**src/sv/bthalloc_pkg.sv**
```systemverilog
// Shared types and constants of the block table heap allocator.
`default_nettype none

package bthalloc_pkg;

   localparam int ADDR_W = 32;
   localparam int TB_W   = 11;

   localparam logic OP_ALLOC = 1'b0;
   localparam logic OP_FREE  = 1'b1;

   localparam logic CSR_HEAP_BASE    = 1'b0;
   localparam logic CSR_TABLE_BLOCKS = 1'b1;

   localparam logic [1:0] ST_OK    = 2'd0;
   localparam logic [1:0] ST_NOMEM = 2'd1;
   localparam logic [1:0] ST_RANGE = 2'd2;

   // entry bits
   localparam int ENT_TAKEN = 0;
   localparam int ENT_NEXT  = 1;

   localparam logic [TB_W-1:0] TABLE_BLOCKS_RESET = 11'd1024;

   typedef enum logic [2:0] {
      S_CLEAR,
      S_IDLE,
      S_SCAN,
      S_MARK,
      S_CHECK,
      S_WALK
   } state_type;

endpackage

`default_nettype wire

```
**src/sv/bthalloc_ram.sv**
```systemverilog
// Generic single write port, single read port RAM with registered read.
`default_nettype none

module bthalloc_ram #(
   parameter int WIDTH = 2,
   parameter int DEPTH = 1024
) (
   input  wire logic                     clock,
   input  wire logic                     wr_en,
   input  wire logic [$clog2(DEPTH)-1:0] wr_addr,
   input  wire logic [WIDTH-1:0]         wr_data,
   input  wire logic [$clog2(DEPTH)-1:0] rd_addr,
   output logic      [WIDTH-1:0]         rd_data
);

   logic [WIDTH-1:0] mem [DEPTH];

   always_ff @(posedge clock) begin
      if (wr_en) begin
         mem[wr_addr] <= wr_data;
      end
      rd_data <= mem[rd_addr];
   end

endmodule

`default_nettype wire

```
**src/sv/block_table_heap_allocator_top.sv**
```systemverilog
// First-fit block table heap allocator: sequencer, shared datapath and table RAM.
// A zero-size allocate or an allocate on an empty table answers in the cycle after start without
// going busy; otherwise allocate scans entries for a free run, then marks the run, and free
// does a range check, then walks the chain and clears its entries.
// One item at a time; otherwise busy is high until the rsp_valid strobe. Reset clears the table
// in a pass over all MAX_BLOCKS entries with busy high; csr writes are taken throughout.
`default_nettype none

module block_table_heap_allocator_top
   import bthalloc_pkg::*;
#(
   parameter int BLOCK_BYTES = 4096,
   parameter int MAX_BLOCKS  = 1024
) (
   input  wire logic              clock,
   input  wire logic              reset,
   input  wire logic              start,
   output logic                   busy,
   input  wire logic              req_operation,
   input  wire logic [31:0]       req_size_bytes,
   input  wire logic [31:0]       req_address,
   output logic                   rsp_valid,
   output logic [1:0]             rsp_status,
   output logic [31:0]            rsp_result_address,
   input  wire logic              csr_we,
   input  wire logic              csr_index,
   input  wire logic [31:0]       csr_wdata
);

   localparam int AW     = $clog2(MAX_BLOCKS);
   localparam int NW     = $clog2(MAX_BLOCKS + 1);
   localparam int CW     = (NW > TB_W) ? NW : TB_W;
   localparam int RUNW   = $clog2(MAX_BLOCKS) + $clog2(BLOCK_BYTES) + 1;
   localparam int CMPW   = (RUNW > ADDR_W) ? RUNW : ADDR_W;
   localparam int LOG_BB = $clog2(BLOCK_BYTES);

   state_type          state_ff, state_in;
   logic [NW-1:0]      idx_ff, idx_in;
   logic [NW-1:0]      end_ff, end_in;
   logic [NW-1:0]      start_ff, start_in;
   logic [31:0]        pos_ff, pos_in;
   logic [31:0]        start_pos_ff, start_pos_in;
   logic [RUNW-1:0]    run_ff, run_in;
   logic [31:0]        size_ff, size_in;
   logic [31:0]        off_ff, off_in;
   logic               rsp_valid_ff, rsp_valid_in;
   logic [1:0]         rsp_status_ff, rsp_status_in;
   logic [31:0]        rsp_addr_ff, rsp_addr_in;
   logic [31:0]        heap_base_ff;
   logic [TB_W-1:0]    table_blocks_ff;

   logic [NW-1:0]      n_used;
   logic [CW-1:0]      tb_ext;
   logic [NW-1:0]      idx_nx;
   logic [RUNW-1:0]    new_run;
   logic [NW-1:0]      run_start;
   logic [31:0]        blk;
   logic               accept;

   logic               wr_en;
   logic [AW-1:0]      wr_addr;
   logic [1:0]         wr_data;
   logic [AW-1:0]      rd_addr;
   logic [1:0]         rd_data;

   bthalloc_ram #(
      .WIDTH (2),
      .DEPTH (MAX_BLOCKS)
   ) u_table (
      .clock   (clock),
      .wr_en   (wr_en),
      .wr_addr (wr_addr),
      .wr_data (wr_data),
      .rd_addr (rd_addr),
      .rd_data (rd_data)
   );

   assign tb_ext = CW'(table_blocks_ff);
   assign n_used = (tb_ext > CW'(MAX_BLOCKS)) ? NW'(MAX_BLOCKS) : tb_ext[NW-1:0];
   assign idx_nx = idx_ff + 1'b1;
   assign accept = start && !busy;
   assign new_run = run_ff + RUNW'(BLOCK_BYTES);
   assign run_start = (run_ff == '0) ? idx_ff : start_ff;
   // block index of the free offset
   assign blk = off_ff >> LOG_BB;

   assign busy               = (state_ff != S_IDLE);
   assign rsp_valid          = rsp_valid_ff;
   assign rsp_status         = rsp_status_ff;
   assign rsp_result_address = rsp_addr_ff;

   // configuration registers
   always_ff @(posedge clock) begin
      if (reset) begin
         heap_base_ff    <= '0;
         table_blocks_ff <= TABLE_BLOCKS_RESET;
      end else if (csr_we) begin
         case (csr_index)
            CSR_HEAP_BASE:    heap_base_ff    <= csr_wdata;
            CSR_TABLE_BLOCKS: table_blocks_ff <= csr_wdata[TB_W-1:0];
            default: ;
         endcase
      end
   end

   always_ff @(posedge clock) begin
      if (reset) begin
         state_ff     <= S_CLEAR;
         idx_ff       <= '0;
         rsp_valid_ff <= 1'b0;
      end else begin
         state_ff     <= state_in;
         idx_ff       <= idx_in;
         rsp_valid_ff <= rsp_valid_in;
      end
   end

   always_ff @(posedge clock) begin
      end_ff        <= end_in;
      start_ff      <= start_in;
      pos_ff        <= pos_in;
      start_pos_ff  <= start_pos_in;
      run_ff        <= run_in;
      size_ff       <= size_in;
      off_ff        <= off_in;
      rsp_status_ff <= rsp_status_in;
      rsp_addr_ff   <= rsp_addr_in;
   end

   always_comb begin
      state_in      = state_ff;
      idx_in        = idx_ff;
      end_in        = end_ff;
      start_in      = start_ff;
      pos_in        = pos_ff;
      start_pos_in  = start_pos_ff;
      run_in        = run_ff;
      size_in       = size_ff;
      off_in        = off_ff;
      rsp_valid_in  = 1'b0;
      rsp_status_in = rsp_status_ff;
      rsp_addr_in   = rsp_addr_ff;
      wr_en         = 1'b0;
      wr_addr       = idx_ff[AW-1:0];
      wr_data       = 2'b00;
      rd_addr       = idx_nx[AW-1:0];

      case (state_ff)
         S_CLEAR: begin
            wr_en = 1'b1;
            if (idx_ff == NW'(MAX_BLOCKS - 1)) begin
               idx_in   = '0;
               state_in = S_IDLE;
            end else begin
               idx_in = idx_nx;
            end
         end

         S_IDLE: begin
            // entry 0 is read ahead so a scan starts at once
            rd_addr = '0;
            if (accept) begin
               idx_in  = '0;
               pos_in  = '0;
               run_in  = '0;
               size_in = req_size_bytes;
               off_in  = req_address - heap_base_ff;
               if (req_operation == OP_FREE) begin
                  state_in = S_CHECK;
               end else if (req_size_bytes == '0 || n_used == '0) begin
                  rsp_valid_in  = 1'b1;
                  rsp_status_in = ST_NOMEM;
                  rsp_addr_in   = '0;
               end else begin
                  state_in = S_SCAN;
               end
            end
         end

         S_SCAN: begin
            if (rd_data[ENT_TAKEN]) begin
               run_in = '0;
            end else begin
               run_in       = new_run;
               start_in     = run_start;
               if (run_ff == '0) begin
                  start_pos_in = pos_ff;
               end
            end
            if (!rd_data[ENT_TAKEN] && CMPW'(new_run) >= CMPW'(size_ff)) begin
               idx_in   = run_start;
               end_in   = idx_ff;
               state_in = S_MARK;
            end else if (idx_nx == n_used) begin
               rsp_valid_in  = 1'b1;
               rsp_status_in = ST_NOMEM;
               rsp_addr_in   = '0;
               state_in      = S_IDLE;
            end else begin
               idx_in = idx_nx;
               pos_in = pos_ff + 32'(BLOCK_BYTES);
            end
         end

         S_MARK: begin
            wr_en              = 1'b1;
            wr_data[ENT_TAKEN] = 1'b1;
            wr_data[ENT_NEXT]  = (idx_ff != end_ff);
            if (idx_ff == end_ff) begin
               rsp_valid_in  = 1'b1;
               rsp_status_in = ST_OK;
               rsp_addr_in   = heap_base_ff + start_pos_ff;
               state_in      = S_IDLE;
            end else begin
               idx_in = idx_nx;
            end
         end

         S_CHECK: begin
            rd_addr = blk[AW-1:0];
            if (blk >= 32'(n_used)) begin
               rsp_valid_in  = 1'b1;
               rsp_status_in = ST_RANGE;
               rsp_addr_in   = '0;
               state_in      = S_IDLE;
            end else begin
               idx_in   = blk[NW-1:0];
               state_in = S_WALK;
            end
         end

         S_WALK: begin
            wr_en = 1'b1;
            if (!rd_data[ENT_NEXT] || idx_nx == n_used) begin
               rsp_valid_in  = 1'b1;
               rsp_status_in = ST_OK;
               rsp_addr_in   = '0;
               state_in      = S_IDLE;
            end else begin
               idx_in = idx_nx;
            end
         end

         default: begin
            state_in = S_IDLE;
         end
      endcase
   end

   a_rsp_idle: assert property (@(posedge clock) disable iff (reset)
      rsp_valid |-> !busy)
      else $error("result strobe raised while busy");

   a_accept_busy: assert property (@(posedge clock) disable iff (reset)
      (accept && (req_operation == OP_FREE)) |=> busy)
      else $error("free item accepted without going busy");

   a_fail_addr: assert property (@(posedge clock) disable iff (reset)
      (rsp_valid && rsp_status != ST_OK) |-> (rsp_result_address == '0))
      else $error("failed item returned a nonzero address");

   a_mark_order: assert property (@(posedge clock) disable iff (reset)
      (state_ff == S_MARK) |-> (idx_ff <= end_ff))
      else $error("run marking passed the end of the run");

endmodule

`default_nettype wire

```
**config.mk**
```make
export PLATFORM = sky130hd
export DESIGN_NAME = block_table_heap_allocator_top
export DESIGN_NICKNAME = d
export VERILOG_FILES = /design/src/sv/bthalloc_pkg.sv /design/src/sv/bthalloc_ram.sv /design/src/sv/block_table_heap_allocator_top.sv
export SDC_FILE = /design/constraint.sdc
export NUM_CORES = 2
export LEC_CHECK = 0
export BUFFER_PORTS_ARGS = -buffer_cell sky130_fd_sc_hd__buf_2
export CAP_MARGIN = 5
export CELL_PAD_IN_SITES_DETAIL_PLACEMENT = 1
export CELL_PAD_IN_SITES_GLOBAL_PLACEMENT = 1
export CORE_MARGIN = 3
export CORE_UTILIZATION = 58
export DETAILED_ROUTE_END_ITERATION = 10
export PLACE_DENSITY_LB_ADDON = 0.25
export SYNTH_ARGS = -nofsm -noshare
export SYNTH_HDL_FRONTEND = slang
export SYNTH_HIERARCHICAL = 1
export SYNTH_SLANG_ARGS = --single-unit
```
**constraint.sdc**
```tcl
create_clock -name clock -period 80.5 [get_ports clock]
set_input_delay 4.025 -clock clock [delete_from_list [all_inputs] [get_ports clock]]
set_output_delay 4.025 -clock clock [all_outputs]
set_load 0.1 [all_outputs]
```
# --- Word level (Yosys, flattened, before mapping) ---
# Memory sizes are Yosys's and may differ from the RTL's. A register that Yosys moved wholly into a read port is not among the register bits.
# Cells that the tools add are included.
op_classes:
  add_sub_neg: 5
  magnitude_cmp: 3
  n_eq_ne: 26
  mux: 59
  bitwise: 2
  reduce_logical: 26
op_table:
  columns: ["cell", "n"]
  rows:
  - ["32-bit two-way mux", 11]
  - ["32-bit one-hot mux with 5 select lines", 1]
  - ["11-bit two-way mux", 9]
  - ["11-bit one-hot mux with 6 select lines", 1]
  - ["32-bit one-hot mux with 2 select lines", 1]
  - ["23-bit two-way mux", 2]
  - ["23-bit one-hot mux with 2 select lines", 1]
  - ["32-bit by 13-bit adder with 32-bit output (second input constant)", 1]
  - ["32-bit adder", 1]
  - ["23-bit by 32-bit greater-or-equal comparator with 1-bit output", 1]
  - ["32-bit zero test", 1]
  - ["32-bit subtractor", 1]
  - ["3-bit two-way mux", 9]
  - ["2-bit != test (second input constant)", 13]
  - ["23-bit by 13-bit adder with 23-bit output (second input constant)", 1]
  - ["23-bit zero test", 1]
  - ["11-bit equality test", 2]
  - ["20-bit by 11-bit greater-or-equal comparator with 1-bit output", 1]
  - ["10-bit one-hot mux with 2 select lines", 1]
  - ["2-bit two-way mux", 9]
  - ["3-bit one-hot mux with 6 select lines", 1]
  - ["2-bit AND reduction", 6]
  - ["6-bit AND reduction", 2]
  - ["11-bit by 1-bit adder with 11-bit output (second input constant)", 1]
  - ["other kinds (24)", 43]
word_totals:
  reg_bits: 265
  mem_bits_rw: 2048
  in_bits: 102
  out_inout_bits: 36
  wordCells: 136
  mem_count: 1
mem_list:
  columns: ["memory", "words", "width", "rd", "rd_clocked_by_memory_dff", "write_ports", "line", "source"]
  rows:
  - ["u_table.mem", 1024, 2, 1, 1, 1, "bthalloc_ram.sv:16", "logic [WIDTH-1:0] mem [DEPTH];"]

# --- Depth between registers and ports, before layout ---
logic_depth:
  word_depth: 8
  ltp_mapped: 22
  mapped_depth_nobuf: 15

# --- Hierarchy ---
# The synthesis kept the hierarchy.
modules_own_cells:
  columns: ["mod", "instances", "cells_each", "area_each_um2", "seq_area_each_um2"]
  rows:
  - ["bthalloc_ram", 1, 4793, 83757.8, 61539.0]
  - ["block_table_heap_allocator_top", 1, 1128, 11690.0, 5935.7]

# --- Least setup slack after synthesis ---
# No wires, ideal clock.
synth_path:
  path_type: "register to register"
  from: "reg state_ff[0]"
  to: "mem u_table.mem[0][1] (data pin)"
  setup_time_ns: 4.944
  arrival_ns: 24.900
  required_time_ns: 75.556
  setup_slack_ns: 50.656
  stages_incl_launch_ff: 7
  path_buffers: 4
  synth_period_minus_slack_ns: 29.844
  cell_sequence: "dfxtp_1 -> clkbuf_1 -> clkbuf_1 -> nand2_1 -> clkbuf_1 -> clkbuf_1 -> nor2_1"
synth_via:
  elab_chain_len: 2
synth_rtl:
  columns: ["element", "line", "source"]
  rows:
  - ["start, declared", "block_table_heap_allocator_top.sv:37", "state_type state_ff, state_in;"]
  - ["start signal, assigned", "block_table_heap_allocator_top.sv:112", "state_ff <= state_in;"]
  - ["3-bit by 2-bit equality test with 1-bit output", "block_table_heap_allocator_top.sv:148", "case (state_ff)"]
  - ["2-bit two-way mux", "block_table_heap_allocator_top.sv:148", null]
  - ["via wr_data[1]", "block_table_heap_allocator_top.sv:62", "logic [1:0] wr_data;"]
  - ["end, declared", "bthalloc_ram.sv:16", null]
# The timed path passes the listed nets, and every way through them passes these cells.

# --- Final worst setup path ---
layout_path:
  from: "reg state_ff[2]"
  to: "reg u_table.rd_data[0], read port of u_table.mem"
layout_via:
  elab_chain_len: 2
  elab_cells_between_ends: 3
  classes_between: "eq/ne: 2; mux: 1"
layout_rtl:
  columns: ["element", "line", "source"]
  rows:
  - ["3-bit equality test / 3-bit by 1-bit equality test with 1-bit output (equally long branches)", "block_table_heap_allocator_top.sv:148", null]
  - ["10-bit one-hot mux with 2 select lines (*)", "block_table_heap_allocator_top.sv:148", null]
  - ["via rd_addr[0]", "block_table_heap_allocator_top.sv:63", "logic [AW-1:0] rd_addr;"]
  - ["end, declared", "bthalloc_ram.sv:13", "output logic [WIDTH-1:0] rd_data"]
# The timed path passes the listed nets; every way through them passes the cells marked *.
# A chain may end at the register's enable or synchronous reset.

==> qor.yml <==
clock_tree:
  clk_latency_ps: 890
  cts_root_buf: "clkbuf_16"
  ctsResizeCount: 0
  htreeDepth: 4
  clock-sinks: 2267
  cts_max_path_buffers: 3
  postCtsHoldBufs: 0
  cts_tree: "built"
  post_cts.repair.setup_buffers: 0
  numCtsBuffers: 220
  clkTransAtPathRegs_ps: 70
timing:
  slew_headroom_pct: 13.0
  finClkSkew_ps: 42.3
  hold_viol: 0
  hold_slack_ps: 456
  fin_crit_sh_pct: 10.7
  final_max_slew_viol_count: 0
  setup_tns_ps: 0
  setup_violations: 0
  rsz0062_at_grt: "false"
  post-route-min-period_ps: 8590
  worst_pin_slew_ps: 1300
  clock.fmax_mhz: 116
layout:
  final_area_sq_um: 105000
  drive_gt1_share_pct: 18.3
  utilization_pct: 64.4
  fin_nets: 6135
  syn_to_final_growth_pct: 10.1
placement:
  placed_cell_area_sq_um: 98000
  hpwl_mm: 163
  gp_congestion: 0.843
  io_buffers: 137
drt:
  first_pass_iters: 6
  wl_met2_mm: 140
  drt_wl_total_mm: 289
  route.layer.met1.wl_mm: 104
  first_iter_violations: 8643
  routed_via_density: 6.87
  dr_wl_met3_mm: 31.6
  topRoutingLayerUsed: "met5"
  drc_errors: 0
  wl_per_cell_microns: 34.7
  routed-via-count: 57300
  postRouteAntennaNets: 0
synthesis:
  syn_inst: 5921
  synth_ff_type: "edfxtp_1"
  ys_warn_count: 6
  synth_cell_types: 93
  syn_area_per_cell_sq_um: 16.1
  ys_ff_latch: 2267
  yosysSeqAreaShare_pct: 70.7
  syn_nets: 6099
  synthArstFlopShare_pct: 0
  syn_area_sq_um: 95400
  synth-edff-count: 2207
floorplan:
  die_x_microns: 412
  core-area_sq_um: 163000
  num_io_pins: 138
  start_util_pct: 58.5
  dieArea_sq_um: 169000
  die_h_microns: 412
  rows: 148
pwr:
  power_density_nw_per_um2: 23.0
  clockPowerShare_pct: 42.1
  leakagePower_uw: 0.0291
  internal_power_uw: 1880
  p_switching_uw: 531
  max-vdd-ir-drop_v: 0.0000250
  p_total_uw: 2410
  p_seq_share_pct: 53.0
  swShare_pct: 22.0
  combPwrFrac_pct: 4.8
global_route:
  grt_pass1_wl_mm: 421
  grt_pass1_vias: 59800
  grt_use_total_pct: 34.5
  gr-total-overflow: 0
  grt_max_degree: 247
  antenna_found_initial: 16
setup_path:
  cp_data_required_time_ps: 81250
  start_kind: "register"
  endpoint_kind: "register"
  cp_max_fo: 107
  criticalPathCategory: "register to register"
  reg2reg_slack_ps: 71910
  arrival_ps: 9340
job:
  drv_cap: 0
hold_path:
  hold_path_class: "register to register"
outcome:
  status: "complete, no violations"
==> power groups by stage <==
stage	clock network, uW	logic [uW]	registers (uW)
floorplan	0	78.8	1300
global placement	0	109	1300
detailed placement	0	113	1310
CTS	1020	114	1280
global route	1070	120	1280
finish	1020	116	1280
==> logic make-up after synthesis <==
logic type | synth area share (%)
compound gates | 4.11
xor+xnor | 0.817
fa+ha+maj | 1.00
buf+inv | 2.65
flops | 70.7
mux | 13.1
simple gates | 7.66
==> through the flow <==
stage | instances | setup slack, ps
2_1_floorplan | 5921 | 50660
3_3_place_gp | 7908 | 72190
3_5_place_dp | 7909 | 71980
4_1_cts | 8322 | 71890
5_1_grt | 8326 | 71140
6_report | 8339 | 71910
==> state kept, by name (all words and copies together) (netlist names), 20 cells and up <==
| register | flops |
|---|---|
| rsp_result_address | 32 |
| size_ff | 32 |
| pos_ff | 20 |
| u_table/mem | 2048 |
| start_pos_ff | 20 |
| off_ff | 20 |
| heap_base_ff | 32 |
==> worst max-delay path: stages (launching register included) <==
cell      delay (ps)
dfxtp_1          490
inv_1            160
nor3_1           930
nand2_1          290
o21ai_4          170
buf_12           440
buf_4            690
buf_12           610
buf_4            870
buf_4            770
buf_4            750
mux4_2           630
mux4_2           540
o221ai_1         310
o21a_1           200
or3_1            120
nand4_1          100
==> path summary, 6_finish.rpt <==
path / end / start / cells past startpoint
max: u_table/rd_data[0] / state_ff[2] / 16
min: heap_base_ff[2] / heap_base_ff[2] / 2
max reg2reg: u_table/rd_data[0] / state_ff[2] / 16
min reg2reg: heap_base_ff[2] / heap_base_ff[2] / 2
==> cell usage in the layout (no fill, tap or decap), types with 31 or more instances in the layout <==
master,instances
nand2_1,246
xor2_1,31
inv_1,64
a22oi_1,45
dfxtp_1,60
o21ai_0,72
ha_1,75
xnor2_1,43
o22ai_1,48
edfxtp_1,2207
clkbuf_16,221
clkinv_1,63
a21oi_1,161
nand4_1,33
clkbuf_1,36
mux4_2,449
buf_2,137
mux2i_1,213
nand3_1,36
nor3_1,56
clkinv_2,49
nor2_1,1131
buf_4,105
o221ai_1,82
==> layer usage <==
layer	global-route usage, %	vias to the layer above
met2	54.8	3576
met4	15.4	6
met1	46.3	30000
met3	7.56	727
met5	0	-
li1	-	23000
==> cells in the mapped netlist (5+ instances only) <==
library cell | instances | area share [%]
a211oi_1 | 24 | 0.19
a21o_1 | 20 | 0.16
a21oi_1 | 161 | 0.84
a221oi_1 | 13 | 0.12
a22o_1 | 14 | 0.13
a22oi_1 | 45 | 0.35
a31oi_1 | 12 | 0.079
and2_1 | 22 | 0.14
and3_1 | 28 | 0.18
buf_1 | 55 | 0.22
buf_2 | 29 | 0.15
buf_4 | 33 | 0.26
buf_6 | 36 | 0.42
buf_8 | 14 | 0.22
clkbuf_1 | 269 | 1.1
dfxtp_1 | 60 | 1.3
edfxtp_1 | 2207 | 69
ha_1 | 75 | 0.98
inv_1 | 67 | 0.26
mux2_2 | 18 | 0.21
mux2i_1 | 213 | 2.2
mux4_2 | 449 | 11
nand2_1 | 252 | 0.99
nand2b_1 | 22 | 0.14
nand3_1 | 60 | 0.31
nand3b_1 | 6 | 0.047
nand4_1 | 33 | 0.22
nor2_1 | 1136 | 4.5
nor2b_1 | 24 | 0.16
nor3_1 | 57 | 0.30
nor3b_1 | 14 | 0.11
nor4_1 | 22 | 0.14
o211ai_1 | 10 | 0.079
o21a_1 | 10 | 0.079
o21ai_0 | 82 | 0.43
o21ai_1 | 6 | 0.031
o221ai_1 | 82 | 0.75
o22ai_1 | 48 | 0.31
o31ai_1 | 9 | 0.071
or2_2 | 5 | 0.033
or3_1 | 7 | 0.046
or4_1 | 8 | 0.063
xnor2_1 | 43 | 0.39
xor2_1 | 31 | 0.28
==> final cells by class <==
type / instances / area [sq um]
Clock inverter: 155 / 1330
Sequential cell: 2267 / 67500
Timing Repair Buffer: 252 / 1670
Multi-Input combinational cell: 3145 / 25900
Inverter: 71 / 278
Fill cell: 14100 / 58000
Tap cell: 2175 / 2720
Clock buffer: 258 / 5680
Antenna cell: 16 / 40.0
No activity file was read; power rests on OpenSTA's default activity.
